$ cat config.mk
export PLATFORM = sky130hd
export DESIGN_NAME = threshold_window_trigger_core
export DESIGN_NICKNAME = d
export VERILOG_FILES = /design/src/rtl/twt_pkg.sv /design/src/rtl/threshold_window_trigger_core.sv
export VERILOG_INCLUDE_DIRS = /design/src /design/src/rtl
export SDC_FILE = /design/constraint.sdc
export NUM_CORES = 1
export LEC_CHECK = 0
export BUFFER_PORTS_ARGS = -buffer_cell sky130_fd_sc_hd__buf_2
export CAP_MARGIN = 10
export CORE_ASPECT_RATIO = 1.25
export CORE_MARGIN = 8
export CORE_UTILIZATION = 29
export CTS_BUF_LIST = sky130_fd_sc_hd__clkbuf_4
export CTS_CLUSTER_DIAMETER = 200
export DETAILED_ROUTE_END_ITERATION = 12
export PLACE_DENSITY = 0.56
export SLEW_MARGIN = 20
export SYNTH_ARGS = -nofsm -noshare
export SYNTH_HDL_FRONTEND = slang
export SYNTH_SLANG_ARGS = --single-unit
$ cat constraint.sdc
create_clock -name clk_i -period 17.4 [get_ports clk_i]
set_input_delay 0.87 -clock clk_i [delete_from_list [all_inputs] [get_ports clk_i]]
set_output_delay 0.87 -clock clk_i [all_outputs]
set_load 0.02 [all_outputs]
$ cat src/rtl/threshold_window_trigger_core_defines.svh
// Assertion macros shared by the threshold window trigger RTL.
`ifndef THRESHOLD_WINDOW_TRIGGER_CORE_DEFINES_SVH
`define THRESHOLD_WINDOW_TRIGGER_CORE_DEFINES_SVH

// Same-cycle implication, checked on every rising edge outside of reset.
`define TWT_ASSERT_SAME(lbl, ante, cons, msg) \
  lbl: assert property (@(posedge clk_i) disable iff (!rst_ni) (ante) |-> (cons)) \
    else $error(msg);

// Next-cycle implication, checked on every rising edge outside of reset.
`define TWT_ASSERT_NEXT(lbl, ante, cons, msg) \
  lbl: assert property (@(posedge clk_i) disable iff (!rst_ni) (ante) |=> (cons)) \
    else $error(msg);

`endif

$ cat src/rtl/twt_pkg.sv
// Package with types, codes and default sizes for the threshold window trigger.
package twt_pkg;

  // Default widths of the sample and the timestamp.
  localparam int VALUE_WIDTH_DEF = 32;
  localparam int TIME_WIDTH_DEF  = 32;

  // Configuration port sizes and fixed register widths.
  localparam int CFG_DATA_WIDTH   = 32;
  localparam int CFG_INDEX_WIDTH  = 3;
  localparam int MARGIN_WIDTH     = 31;
  localparam int HOLD_OFF_WIDTH   = 32;
  localparam int STATE_WIDTH      = 2;

  // Register indexes on the configuration port.
  typedef enum logic [CFG_INDEX_WIDTH-1:0] {
    CFG_MODE       = 3'd0,
    CFG_LIMIT_LOW  = 3'd1,
    CFG_LIMIT_HIGH = 3'd2,
    CFG_MARGIN     = 3'd3,
    CFG_HOLD_OFF   = 3'd4
  } cfg_index_e;

  // Comparison modes.
  typedef enum logic [1:0] {
    MODE_BELOW   = 2'd0,
    MODE_ABOVE   = 2'd1,
    MODE_INSIDE  = 2'd2,
    MODE_OUTSIDE = 2'd3
  } mode_e;

  // Trigger states as seen on the result item.
  typedef enum logic [STATE_WIDTH-1:0] {
    ST_DISABLED = 2'd0,
    ST_IDLE     = 2'd1,
    ST_TRIG     = 2'd2
  } trig_state_e;

endpackage

$ cat src/rtl/threshold_window_trigger_core.sv
// Window comparator with hysteresis and hold-off, one result item per input item.
// Path: input register, one level of compare logic, result register; each loads when free.
// Throughput: one item per cycle while the result side is not stalled.
// The input side keeps taking items while a result waits, as long as the result register frees.
// Reset clears the state to disabled, drops any hold-off, zeroes config and valid flags.
// Configuration writes are registered and are accepted in every cycle.
`include "threshold_window_trigger_core_defines.svh"

module threshold_window_trigger_core #(
  parameter int VALUE_WIDTH = twt_pkg::VALUE_WIDTH_DEF,
  parameter int TIME_WIDTH  = twt_pkg::TIME_WIDTH_DEF
) (
  input  logic                                clk_i,
  input  logic                                rst_ni,
  // Configuration write channel
  input  logic                                cfg_valid_i,
  output logic                                cfg_ready_o,
  input  logic [twt_pkg::CFG_INDEX_WIDTH-1:0] cfg_index_i,
  input  logic [twt_pkg::CFG_DATA_WIDTH-1:0]  cfg_data_i,
  // Input item channel
  input  logic                                in_valid_i,
  output logic                                in_ready_o,
  input  logic signed [VALUE_WIDTH-1:0]       sample_i,
  input  logic [TIME_WIDTH-1:0]               time_ms_i,
  // Result item channel
  output logic                                out_valid_o,
  input  logic                                out_ready_i,
  output logic [twt_pkg::STATE_WIDTH-1:0]     trigger_state_o,
  output logic                                changed_o
);
  import twt_pkg::*;

  localparam int CfgExtW = (VALUE_WIDTH > CFG_DATA_WIDTH) ? VALUE_WIDTH : CFG_DATA_WIDTH;
  localparam int BaseW   = (VALUE_WIDTH > MARGIN_WIDTH + 1) ? VALUE_WIDTH : MARGIN_WIDTH + 1;
  localparam int CmpW    = BaseW + 2;
  localparam int HoldW   = (TIME_WIDTH > HOLD_OFF_WIDTH) ? TIME_WIDTH : HOLD_OFF_WIDTH;

  // Configuration registers
  mode_e                    mode_q;
  logic [VALUE_WIDTH-1:0]   limit_low_q;
  logic [VALUE_WIDTH-1:0]   limit_high_q;
  logic [MARGIN_WIDTH-1:0]  margin_q;
  logic [HOLD_OFF_WIDTH-1:0] hold_off_q;
  logic [CfgExtW-1:0]       cfg_ext;

  // Input register
  logic                     s1_valid_q;
  logic [VALUE_WIDTH-1:0]   s1_sample_q;
  logic [TIME_WIDTH-1:0]    s1_time_q;

  // Trigger state
  trig_state_e              state_q, state_d;
  logic                     pending_q, pending_d;
  logic [TIME_WIDTH-1:0]    trig_time_q, trig_time_d;

  // Result register
  logic                     out_valid_q;
  trig_state_e              out_state_q;
  logic                     out_changed_q;

  // Datapath signals
  logic                     out_free;
  logic                     s1_adv;
  logic                     was_trig;
  logic signed [CmpW-1:0]   samp_x, lo_x, hi_x, margin_x;
  logic signed [CmpW-1:0]   lo_plus, lo_minus, hi_plus, hi_minus;
  logic                     cond;
  logic [TIME_WIDTH-1:0]    elapsed;
  logic                     hold_done;
  logic                     pending_live;
  logic                     rewrite;

  // Handshakes
  assign cfg_ready_o = 1'b1;
  assign out_free    = !out_valid_q || out_ready_i;
  assign s1_adv      = s1_valid_q && out_free;
  assign in_ready_o  = !s1_valid_q || out_free;

  // Configuration writes; unknown indexes are ignored.
  assign cfg_ext = CfgExtW'(cfg_data_i);

  always_ff @(posedge clk_i or negedge rst_ni) begin
    if (!rst_ni) begin
      mode_q       <= MODE_BELOW;
      limit_low_q  <= '0;
      limit_high_q <= '0;
      margin_q     <= '0;
      hold_off_q   <= '0;
    end else if (cfg_valid_i) begin
      case (cfg_index_i)
        CFG_MODE:       mode_q       <= mode_e'(cfg_data_i[1:0]);
        CFG_LIMIT_LOW:  limit_low_q  <= cfg_ext[VALUE_WIDTH-1:0];
        CFG_LIMIT_HIGH: limit_high_q <= cfg_ext[VALUE_WIDTH-1:0];
        CFG_MARGIN:     margin_q     <= cfg_data_i[MARGIN_WIDTH-1:0];
        CFG_HOLD_OFF:   hold_off_q   <= cfg_data_i[HOLD_OFF_WIDTH-1:0];
        default: ;
      endcase
    end
  end

  // Input register: loads whenever it is empty or its item moves on.
  always_ff @(posedge clk_i or negedge rst_ni) begin
    if (!rst_ni) begin
      s1_valid_q <= 1'b0;
    end else if (in_ready_o) begin
      s1_valid_q <= in_valid_i;
    end
  end

  always_ff @(posedge clk_i) begin
    if (in_ready_o && in_valid_i) begin
      s1_sample_q <= sample_i;
      s1_time_q   <= time_ms_i;
    end
  end

  // Limits widened by the release margin while triggered, in a width that cannot overflow.
  assign was_trig = (state_q == ST_TRIG);
  assign samp_x   = CmpW'($signed(s1_sample_q));
  assign lo_x     = CmpW'($signed(limit_low_q));
  assign hi_x     = CmpW'($signed(limit_high_q));
  assign margin_x = was_trig ? CmpW'($signed({1'b0, margin_q})) : '0;
  assign lo_plus  = lo_x + margin_x;
  assign lo_minus = lo_x - margin_x;
  assign hi_plus  = hi_x + margin_x;
  assign hi_minus = hi_x - margin_x;

  // Trigger condition for the selected mode.
  always_comb begin
    case (mode_q)
      MODE_BELOW:   cond = (samp_x <= lo_plus);
      MODE_ABOVE:   cond = (samp_x >= lo_minus);
      MODE_INSIDE:  cond = (samp_x >= lo_minus) && (samp_x <= hi_plus);
      MODE_OUTSIDE: cond = (samp_x <= lo_plus) || (samp_x >= hi_minus);
      default:      cond = 1'b0;
    endcase
  end

  // Hold-off: elapsed time wraps at the timestamp width.
  assign elapsed      = s1_time_q - trig_time_q;
  assign hold_done    = HoldW'(elapsed) >= HoldW'(hold_off_q);
  assign pending_live = pending_q && !hold_done;

  // The state is rewritten on the first item, or on a change not blocked by the hold-off.
  assign rewrite = (state_q == ST_DISABLED) ||
                   ((cond != was_trig) && (cond || !pending_live));

  always_comb begin
    state_d     = state_q;
    pending_d   = pending_live;
    trig_time_d = trig_time_q;
    if (rewrite) begin
      state_d   = cond ? ST_TRIG : ST_IDLE;
      pending_d = cond && (hold_off_q != '0);
      if (cond && (hold_off_q != '0)) begin
        trig_time_d = s1_time_q;
      end
    end
  end

  // State update as the item moves into the result register.
  always_ff @(posedge clk_i or negedge rst_ni) begin
    if (!rst_ni) begin
      state_q     <= ST_DISABLED;
      pending_q   <= 1'b0;
      trig_time_q <= '0;
    end else if (s1_adv) begin
      state_q     <= state_d;
      pending_q   <= pending_d;
      trig_time_q <= trig_time_d;
    end
  end

  // Result register.
  always_ff @(posedge clk_i or negedge rst_ni) begin
    if (!rst_ni) begin
      out_valid_q <= 1'b0;
    end else if (out_free) begin
      out_valid_q <= s1_valid_q;
    end
  end

  always_ff @(posedge clk_i) begin
    if (s1_adv) begin
      out_state_q   <= state_d;
      out_changed_q <= rewrite;
    end
  end

  assign out_valid_o     = out_valid_q;
  assign trigger_state_o = out_state_q;
  assign changed_o       = out_changed_q;

  // Checks on the trigger logic.
  `TWT_ASSERT_SAME(a_result_not_disabled, out_valid_o, out_state_q != ST_DISABLED, "disabled result")
  `TWT_ASSERT_SAME(a_pending_only_triggered, pending_q, state_q == ST_TRIG, "stray hold-off")
  `TWT_ASSERT_NEXT(a_item_reaches_output, s1_adv, out_valid_q, "item lost before the output")
  `TWT_ASSERT_NEXT(a_first_changes, s1_adv && (state_q == ST_DISABLED), out_changed_q, "no change")

endmodule
==> results.py, run 1 <==
metrics = {
    "clock_tree": {
        "cts_tree": "built",
        "clock_tree.buffer_depth": 3,
        "clk_latency_ps": 870,
        "cts_sinks": 233,
        "cts.htree.levels": 2,
        "cts_buffers": 61,
        "clk_pin_slew_ps": 70,
        "cts-resized-gates": 0,
        "cts_setup_buffers": 0,
        "cts-root-buf": "clkbuf_4",
        "cts_hold_buf": 0,
    },
    "synth": {
        "synth_edf_count": 67,
        "syn-num-nets": 2534,
        "synth_ff_type": "dfrtp_1",
        "avgSynthCellArea_um2": 9.48,
        "synth_top_cell_by_area": "dfrtp_1",
        "synthTopCellsByCount": "ha_1, inv_1, a21oi_1",
        "yosysUniqueCellTypes": 80,
        "async_reset_ff_share_pct": 71.2,
        "syn_inst": 2096,
        "ys_ff_latch": 233,
        "yosysWarnings": 0,
        "syn_area_um2": 19900,
        "yosysSeqAreaShare_pct": 31.0,
        "yosysMostFrequentCell": "ha_1",
        "yosys.area.top_type_share_pct": 20.9,
        "synth_area_leaders": "dfrtp_1, ha_1, edfxtp_1, mux2_2, xnor2_1",
    },
    "sta": {
        "skew_ps": 77.3,
        "timing.slew.headroom_pct": 28.5,
        "final.setup.tns_ps": 0,
        "finalWorstSetupSlack_ps": 9140,
        "maxSlewViolCount": 0,
        "fin_crit_sh_pct": 47.5,
        "max_freq_ghz": 0.121,
        "fin_crit_ps": 8260,
        "worst_pin_slew_ps": 1070,
        "finalSetupViolCount": 0,
        "rsz0062_at_grt": "no",
        "final-hold-violation-count": 0,
    },
    "critical_path": {
        "regToRegEndpoint": "trig_time_q[0]$_DFFE_PN0P_",
        "required_ps": 18080,
        "critPathLaunchType": "register",
        "rrSetupSlack_ps": 9140,
        "regToRegStartpoint": "state_q[0]$_DFFE_PN0P_",
        "critPathArrivalTime_ps": 8950,
        "crit_type": "reg -> reg",
        "end_kind": "register",
        "crit_start": "state_q[0]$_DFFE_PN0P_",
        "ff2ff_path_depth": 27,
        "critical_path.max_fanout": 34,
    },
    "drt": {
        "routed_via_density": 5.13,
        "vias": 16100,
        "routed_wl_mm": 62.8,
        "drc_errors": 0,
        "drt_pass1_iterations": 5,
        "wl_per_cell_um": 20.1,
        "ant_nets": 0,
        "initialDrtViolationCount": 893,
    },
    "placement": {
        "dp_hpwl_mm": 51.2,
        "gp_congestion": 0.970,
        "io_buffers": 108,
        "dp_slack_ps": 8930,
    },
    "die": {
        "core_um2": 68000,
        "die-area_um2": 77200,
        "die_x_um": 250,
        "die_y_um": 309,
        "num_rows": 107,
        "initial_core_util_pct": 29.2,
        "pin_count": 110,
    },
    "layout": {
        "syn_to_final_growth_pct": 11.4,
        "n_fill_cell": 7085,
        "fin_util_pct": 32.5,
        "nNetsFinal": 2651,
        "drive_above_1_share_pct": 15.9,
    },
    "global_route": {
        "grt_pass1_wl_mm": 96.7,
        "met3_usage_pct": 2.01,
        "overflow": 0,
        "antenna_found_initial": 3,
        "grt_usage_pct": 16.0,
        "grt_start_max_net_pins": 93,
        "grt_pass1_vias": 16800,
        "globalRouteMet1Util_pct": 19.0,
        "met2_usage_pct": 28.1,
        "top_usage_layer": "met2",
    },
    "power_and_ir_drop": {
        "leakage_uw": 0.0103,
        "power.total_uw": 4000,
        "power_density_nw_per_um2": 181,
        "peakVddDrop_mv": 0.0766,
    },
    "status": {
        "status": "completed",
    },
    "min_path": {
        "hold_class": "in -> async",
    },
    "flow_run": {
        "cap_violations": 0,
    },
}
## cell families after synthesis
group / after synthesis / share of synthesized area [%]
AO/OA/AOI/OAI: 533 / 17.2
AND/OR/NAND/NOR: 487 / 11.9
adder cells (fa/ha/maj): 334 / 21.2
buffers and inverters: 240 / 4.68
flip-flops: 233 / 31.0
XOR/XNOR: 142 / 6.26
multiplexers: 126 / 7.69
other: 1 / 0.0189
## metrics by stage
| stage | std cells | hold slack, ps | cell area [um^2] |
|---|---|---|---|
| global placement | 3020 | 468 | 21300 |
| global route | 3130 | 84.6 | 22100 |
| CTS | 3128 | 15.8 | 22100 |
| finish | 3130 | 77.6 | 22100 |
| detailed placement | 3021 | 480 | 21300 |
| floorplan | 2096 | 457 | 19900 |
## critical path, stage by stage (launching register included)
cell,delay (ps)
dfrtp_1,440
nor2b_2,140
buf_4,400
and2_1,330
ha_1,220
inv_1,60
fa_1,420
o21ba_2,230
nor4_1,340
nor4_1,160
o21bai_1,400
a21boi_1,260
o21ba_2,300
a311oi_1,420
o21ai_1,130
a21oi_1,210
xnor2_1,100
ha_1,300
nand4_1,90
nor2_1,410
o311ai_0,450
o2111a_1,280
o21ai_0,250
nor2_1,80
o31ai_2,550
or4_2,470
buf_12,260
mux2_1,340
## final cells by class
cell class	instances	area (um^2)	share of cell area, %
clock inverter	19	103	0.464
multi-input combinational	1623	12800	57.8
timing repair buffer	118	647	2.92
sequential	233	6170	27.9
antenna	1	2.50	0.0113
tap	872	1090	4.93
clock buffer	88	661	2.98
inverter	176	661	2.98
## how the worst max path moves through the flow
stage,end,depth (start not counted)
global placement,trig_time_q[1]$_DFFE_PN0P_,26
detailed placement,trig_time_q[0]$_DFFE_PN0P_,26
finish,trig_time_q[0]$_DFFE_PN0P_,27
floorplan,trig_time_q[10]$_DFFE_PN0P_,28
global route,trig_time_q[0]$_DFFE_PN0P_,27
CTS,trig_time_q[0]$_DFFE_PN0P_,26
## layer usage
| metal | wire length [um] | vias to the layer above |
|---|---|---|
| met2 | 30300 | 367 |
| li1 | - | 7813 |
| met4 | 3190 | 4 |
| met5 | 29 | - |
| met1 | 27000 | 7729 |
| met3 | 2290 | 137 |
## flip-flops by register name, summed over array words and instances, names as in the netlist
| register | count |
|---|---|
| changed_o | 1 |
| hold_off_q | 32 |
| limit_high_q | 32 |
| limit_low_q | 32 |
| margin_q | 31 |
| mode_q | 2 |
| out_valid_o | 1 |
| pending_q | 1 |
| s1_sample_q | 32 |
| s1_time_q | 32 |
| s1_valid_q | 1 |
| state_q | 2 |
| trig_time_q | 32 |
| trigger_state_o | 2 |
## power by group
group | internal [uW] | switching (uW)
Combinational | 1160 | 1560
Clock | 245 | 245
Sequential | 689 | 103
## cells in the final DEF (no fill, tap or decap), types with 14 or more instances in the layout
cell / instances
nor2_1: 135
o21a_1: 20
mux2_2: 94
o211ai_1: 15
a21o_1: 82
edfxtp_1: 67
a21oi_1: 171
o21ai_0: 99
nor3_1: 27
or3_1: 17
nand2_1: 117
xnor2_1: 109
a211oi_1: 16
clkbuf_4: 88
nor2b_1: 25
nor4_1: 20
mux2_4: 29
nand3_1: 35
buf_2: 107
xor2_1: 33
o31ai_1: 14
ha_1: 329
inv_1: 175
dfrtp_1: 166
nand4_1: 33
nand2b_1: 30
o21bai_1: 20
Power figures use the tool's default switching activity.
==> run 2, diff against run 1 <==
Settings changed: ABC_AREA from default to 1, PLACE_DENSITY 0.56 to 0.57.
Clock period 17.4 ns to 7.6 ns, I/O delays scaled along.
==> run 2 against run 1 <==
Net effect:
- clock power rose to 2.5 times the previous value
- non-clock buffer count rose by 105
- wire length rose by 2.4%
- largest cell class unchanged
- final cell count rose by 26%
- design area rose by 10%
- combinational power rose by 71%
- hold slack improved by 180 ps
- via count rose by 15%
- critical path type unchanged
- synthesized area rose by 5.4%
==> results.py, run 2 <==
metrics = {
    "critical_path": {
        "required_ps": 8310,
        "critPathLaunchType": "register",
        "critPathArrivalTime_ps": 6850,
        "crit_path_frequent_cell": "nand2_1",
        "crit_type": "reg -> reg",
        "cp_top_family": "simple AND/OR/NAND/NOR gates",
        "critical_path.max_fanout": 37,
        "critical_path_buf_inv_count": 8,
        "cpPeakStageDelay_ps": 500,
        "end_kind": "register",
        "critPathSlowestCell": "ha_1",
    },
    "drt": {
        "routed_via_density": 4.68,
        "drc_errors": 0,
        "wl_per_cell_um": 16.3,
        "ant_nets": 0,
        "routed_wl_mm": 64.3,
        "initialDrtViolationCount": 993,
        "vias": 18500,
        "drt_pass1_iterations": 6,
    },
    "power_and_ir_drop": {
        "power_density_nw_per_um2": 314,
        "peakVddDrop_mv": 0.140,
        "leakage_uw": 0.0123,
    },
    "layout": {
        "mostFrequentLayoutCells": "nand2_1, inv_1, ha_1",
        "final_cells": 3957,
        "nNetsFinal": 3383,
        "syn_to_final_growth_pct": 16.5,
        "drive_above_1_share_pct": 10.8,
        "finish.instance_area_um2": 24400,
        "final_common_cell": "nand2_1",
    },
    "global_route": {
        "grt_pass1_wl_mm": 101,
        "met3_usage_pct": 2.38,
        "globalRouteMet1Util_pct": 18.5,
        "top_usage_layer": "met2",
        "overflow": 0,
        "grt_usage_pct": 15.7,
        "grt_start_max_net_pins": 100,
        "met2_usage_pct": 27.5,
        "antenna_found_initial": 3,
        "grt_pass1_vias": 19000,
    },
    "die": {
        "initial_core_util_pct": 29.2,
        "die_x_um": 256,
        "die-area_um2": 81100,
        "pin_count": 110,
        "core_um2": 71700,
        "num_rows": 110,
        "die_y_um": 316,
    },
    "synth": {
        "synth_edf_count": 67,
        "yosys.area.top_type_share_pct": 19.8,
        "yosysWarnings": 0,
        "syn_inst": 2725,
        "avgSynthCellArea_um2": 7.69,
        "async_reset_ff_share_pct": 71.2,
        "yosysSeqAreaShare_pct": 29.4,
        "ys_ff_latch": 233,
        "yosysMostFrequentCell": "nand2_1",
        "synth_top_cell_by_area": "dfrtp_1",
        "yosysUniqueCellTypes": 51,
        "synthTopCellsByCount": "nand2_1, inv_1, ha_1",
        "syn-num-nets": 3163,
        "synth_area_leaders": "dfrtp_1, ha_1, nand2_1, edfxtp_1, inv_1",
        "synth_ff_type": "dfrtp_1",
        "syn_area_um2": 20900,
    },
    "placement": {
        "gp_congestion": 0.934,
        "io_buffers": 108,
        "dp_slack_ps": 1160,
        "dpl_cell_area_um2": 22400,
        "dp_cells": 3722,
        "dp_hpwl_mm": 52.1,
    },
    "clock_tree": {
        "cts_sinks": 233,
        "cts.htree.levels": 3,
        "clk_latency_ps": 790,
        "clk_pin_slew_ps": 70,
        "cts_setup_buffers": 0,
        "cts_hold_buf": 105,
        "cts_buffers": 67,
        "cts-root-buf": "clkbuf_4",
        "clock_tree.buffer_depth": 3,
        "cts_tree": "built",
        "cts-resized-gates": 0,
    },
    "sta": {
        "skew_ps": 34.8,
        "fin_crit_ps": 6130,
        "maxSlewViolCount": 0,
        "timing.slew.headroom_pct": 33.7,
        "hold_slack_ps": 259,
        "finalWorstSetupSlack_ps": 1470,
        "worst_pin_slew_ps": 986,
        "final-hold-violation-count": 0,
        "final.setup.tns_ps": 0,
        "finalSetupViolCount": 0,
        "rsz0062_at_grt": "no",
        "max_freq_ghz": 0.163,
        "fin_crit_sh_pct": 80.7,
    },
    "flow_run": {
        "cap_violations": 0,
    },
    "min_path": {
        "hold_class": "in -> async",
    },
    "status": {
        "status": "completed",
    },
}
## run 2: cell types whose count changed after synthesis, sizes merged, moves of 17 or more
cell    before  now
nor2       136  201
nor2b       26    0
nand2      117  576
a21oi      171  242
nand2b      30    0
xnor2      109   22
inv        176  404
o21ai      107  259
or3         17    0
xor2        33  125
mux2       126    0
a21o        82   16
nand3       35   59
## run 2: area by class of cell
type	instances	area (um^2)
diodes	8	20.0
clock buffers	93	698
clock inverters	28	176
fillers	7614	47300
inverters	404	1520
multi-input cells	2016	12900
flip-flops and latches	233	6170
well taps	952	1190
repair buffers	223	1710
## run 2: through the flow
| stage | power (uW) | utilization [%] |
|---|---|---|
| 2_1_floorplan | 5230 | - |
| 3_3_place_gp | 6360 | 31.3 |
| 3_5_place_dp | 6400 | 31.3 |
| 4_1_cts | 7760 | 33.9 |
| 5_1_grt | 8510 | 34.0 |
| 6_report | 7670 | 34.0 |
## run 2: worst paths after layout
path	slack, ps	from	endpoint	cells past startpoint
max reg2reg	1470	state_q[0]$_DFFE_PN0P_	trig_time_q[31]$_DFFE_PN0P_	36
min reg2reg	480	margin_q[23]$_DFFE_PN0P_	margin_q[23]$_DFFE_PN0P_	2
min	260	rst_ni	hold_off_q[1]$_DFFE_PN0P_	2
min in group clk_i	300	time_ms_i[23]	s1_time_q[23]$_DFFE_PP_	2
max	1470	state_q[0]$_DFFE_PN0P_	trig_time_q[31]$_DFFE_PN0P_	36
max in group asynchronous	5870	rst_ni	limit_high_q[30]$_DFFE_PN0P_	3
## run 2: per-layer routing
metal  wire (um)  up-vias
met5           0        -
met3        2220      156
met2       30500      376
li1            -     9514
met4        3480        0
met1       28100     8462
## run 2: worst reg2reg max path: cells and delay by family (launching register included)
kind	cells	cell delay, ps
AND/OR/NAND/NOR	18	1860
AO/OA/AOI/OAI	7	1360
buffers and inverters	8	1510
flip-flops	1	370
XOR/XNOR	1	150
adder cells (fa/ha/maj)	2	800
## run 2: power breakdown
group          internal, uW  switching, uW
clock                   641            601
sequential             1550            232
combinational          1760           2880
## run 2: logic make-up (layout without fill, tap and decap cells)
| logic type | count (synthesis) | after routing | share of synthesized area, % |
|---|---|---|---|
| AOI/OAI and AO/OA | 614 | 614 | 17.1 |
| xor gates and xnor gates | 147 | 147 | 6.15 |
| adders and majority gates | 334 | 334 | 20.1 |
| buffers and inverters | 476 | 748 | 8.97 |
| DFF | 233 | 233 | 29.4 |
| other | 1 | 9 | 0.0179 |
| and+or+nand+nor | 920 | 920 | 18.2 |
==> run 3, diff against run 2 <==
Settings changed: PLACE_DENSITY 0.57 to 0.56.
Clock period 7.6 ns to 5.9 ns, I/O delays scaled along.
==> run 3 against run 2 <==
Net effect:
- clock power up 30%
- core utilization up 0.80 points
- fmax up 13%
- via count up 0.26%
- critical path depth down 5
- design area up 2.3%
- global-route usage down 0.27 points
- sequential share of layout area down 0.58 points
- clock skew up 31 ps
- combinational power up 33%
- setup slack worse by 1000 ps
- critical endpoint is now trig_time_q[1]$_DFFE_PN0P_
==> results.py, run 3 (same netlist as run 2, synthesis figures left out) <==
metrics = {
    "status": {
        "status": "completed",
    },
    "min_path": {
        "hold_class": "in -> reg",
    },
    "layout": {
        "final_cells": 4017,
        "mostFrequentLayoutCells": "nand2_1, inv_1, ha_1",
        "n_fill_cell": 7677,
        "finish.instance_area_um2": 25000,
        "syn_to_final_growth_pct": 19.2,
        "multi_input_area_um2": 12900,
        "drive_above_1_share_pct": 12.9,
        "regArea_um2": 6170,
        "nNetsFinal": 3449,
        "final_common_cell": "nand2_1",
    },
    "clock_tree": {
        "clock_tree.buffer_depth": 3,
        "clk_latency_ps": 830,
        "cts_sinks": 233,
        "cts-root-buf": "clkbuf_4",
        "cts_buffers": 66,
        "cts_setup_buffers": 0,
        "cts_tree": "built",
        "clk_pin_slew_ps": 60,
        "cts.htree.levels": 3,
    },
    "global_route": {
        "antenna_found_initial": 3,
        "grt_start_max_net_pins": 133,
        "grt_pass1_wl_mm": 99.5,
        "grt_pass1_vias": 19100,
        "overflow": 0,
        "grt_usage_pct": 15.4,
    },
    "placement": {
        "dp_slack_ps": 359,
        "gp_congestion": 0.964,
        "dpl_cell_area_um2": 22900,
        "io_buffers": 108,
        "dp_cells": 3787,
        "dp_hpwl_mm": 52.3,
    },
    "die": {
        "die_y_um": 316,
        "pin_count": 110,
        "num_rows": 110,
        "initial_core_util_pct": 29.2,
        "die_x_um": 256,
        "die-area_um2": 81100,
        "core_um2": 71700,
    },
    "drt": {
        "routed_wl_mm": 63.8,
        "initialDrtViolationCount": 807,
        "routed_via_density": 4.62,
        "wl_per_cell_um": 15.9,
        "ant_nets": 0,
        "drt_pass1_iterations": 7,
        "drc_errors": 0,
        "vias": 18600,
    },
    "critical_path": {
        "critPathLaunchType": "register",
        "critPathArrivalTime_ps": 6140,
        "cpPeakStageDelay_ps": 580,
        "end_kind": "register",
        "critPathSlowestCell": "nor4_1",
        "required_ps": 6600,
        "crit_path_frequent_cell": "nand2_1",
        "critical_path.max_fanout": 32,
        "crit_type": "reg -> reg",
    },
    "sta": {
        "final.setup.tns_ps": 0,
        "finalWorstSetupSlack_ps": 465,
        "maxSlewViolCount": 0,
        "timing.slew.headroom_pct": 36.0,
        "worst_pin_slew_ps": 960,
        "fin_crit_ps": 5440,
        "final-hold-violation-count": 0,
        "fin_crit_sh_pct": 92.1,
        "rsz0062_at_grt": "no",
        "finalSetupViolCount": 0,
        "skew_ps": 65.6,
        "max_freq_ghz": 0.184,
    },
    "power_and_ir_drop": {
        "peakVddDrop_mv": 0.153,
        "leakage_uw": 0.0127,
        "power.total_uw": 10100,
        "power_density_nw_per_um2": 404,
    },
    "flow_run": {
        "cap_violations": 0,
    },
}
## run 3: cell types whose count changed in the layout (fill, tap and decap cells not counted), sizes merged
cell | previous run | this run
inv | 406 | 404
diode | 8 | 5
clkbuf | 93 | 105
dlygate4sd3 | 105 | 106
clkinv | 23 | 10
buf | 118 | 183
## run 3: final timing paths
kind,endpoint,slack (ps),from,cells past startpoint
worst max-delay path,trig_time_q[1]$_DFFE_PN0P_,460,state_q[0]$_DFFE_PN0P_,31
worst min-delay path,s1_sample_q[26]$_DFFE_PP_,200,sample_i[26],2
worst max register to register,trig_time_q[1]$_DFFE_PN0P_,460,state_q[0]$_DFFE_PN0P_,31
worst min register to register,margin_q[18]$_DFFE_PN0P_,480,margin_q[18]$_DFFE_PN0P_,2
max in group asynchronous,margin_q[22]$_DFFE_PN0P_,4580,rst_ni,4
min in group asynchronous,trig_time_q[0]$_DFFE_PN0P_,540,rst_ni,4
## run 3: where the power goes
| group | internal [uW] | total (uW) | switching [uW] |
|---|---|---|---|
| Clock | 883 | 1610 | 727 |
| Sequential | 2000 | 2300 | 300 |
| Combinational | 2430 | 6170 | 3730 |
## run 3: metrics by stage
stage	hold WS [ps]	utilization, %
floorplan	-0.591	-
global placement	208	32.0
detailed placement	211	32.0
CTS	120	34.7
global route	151	34.8
finish	201	34.8
## run 3: critical path, delay by kind of cell, from the launching register on
kind                     cells  cell delay, ps
buffers and inverters        6             950
adder cells (fa/ha/maj)      2             800
XOR/XNOR                     1             170
flip-flops                   1             370
AND/OR/NAND/NOR             18            2550
AO/OA/AOI/OAI                4             460
## run 3: area by class of cell
cell class | count | share of cell area (%)
Timing Repair Buffer | 290 | 9.04
Antenna cell | 5 | 0.0501
Multi-Input combinational cell | 2016 | 51.8
Inverter | 404 | 6.08
Tap cell | 952 | 4.77
Clock buffer | 104 | 3.13
Clock inverter | 13 | 0.426
Sequential cell | 233 | 24.7
## run 3: timing repair
action,in CTS,in global routing
setup endpoints to repair,0,36
resized for setup,0,3
hold endpoints to repair,363,0
hold buffers,107,0
## run 3: routing by layer
layer / share of wire [%] / track usage, % / vias up
met5: 0.020 / 0 / -
li1: - / - / 9625
met2: 48 / 27.2 / 379
met4: 4.5 / 7.08 / 2
met3: 3.3 / 2.40 / 138
met1: 44 / 18.3 / 8413
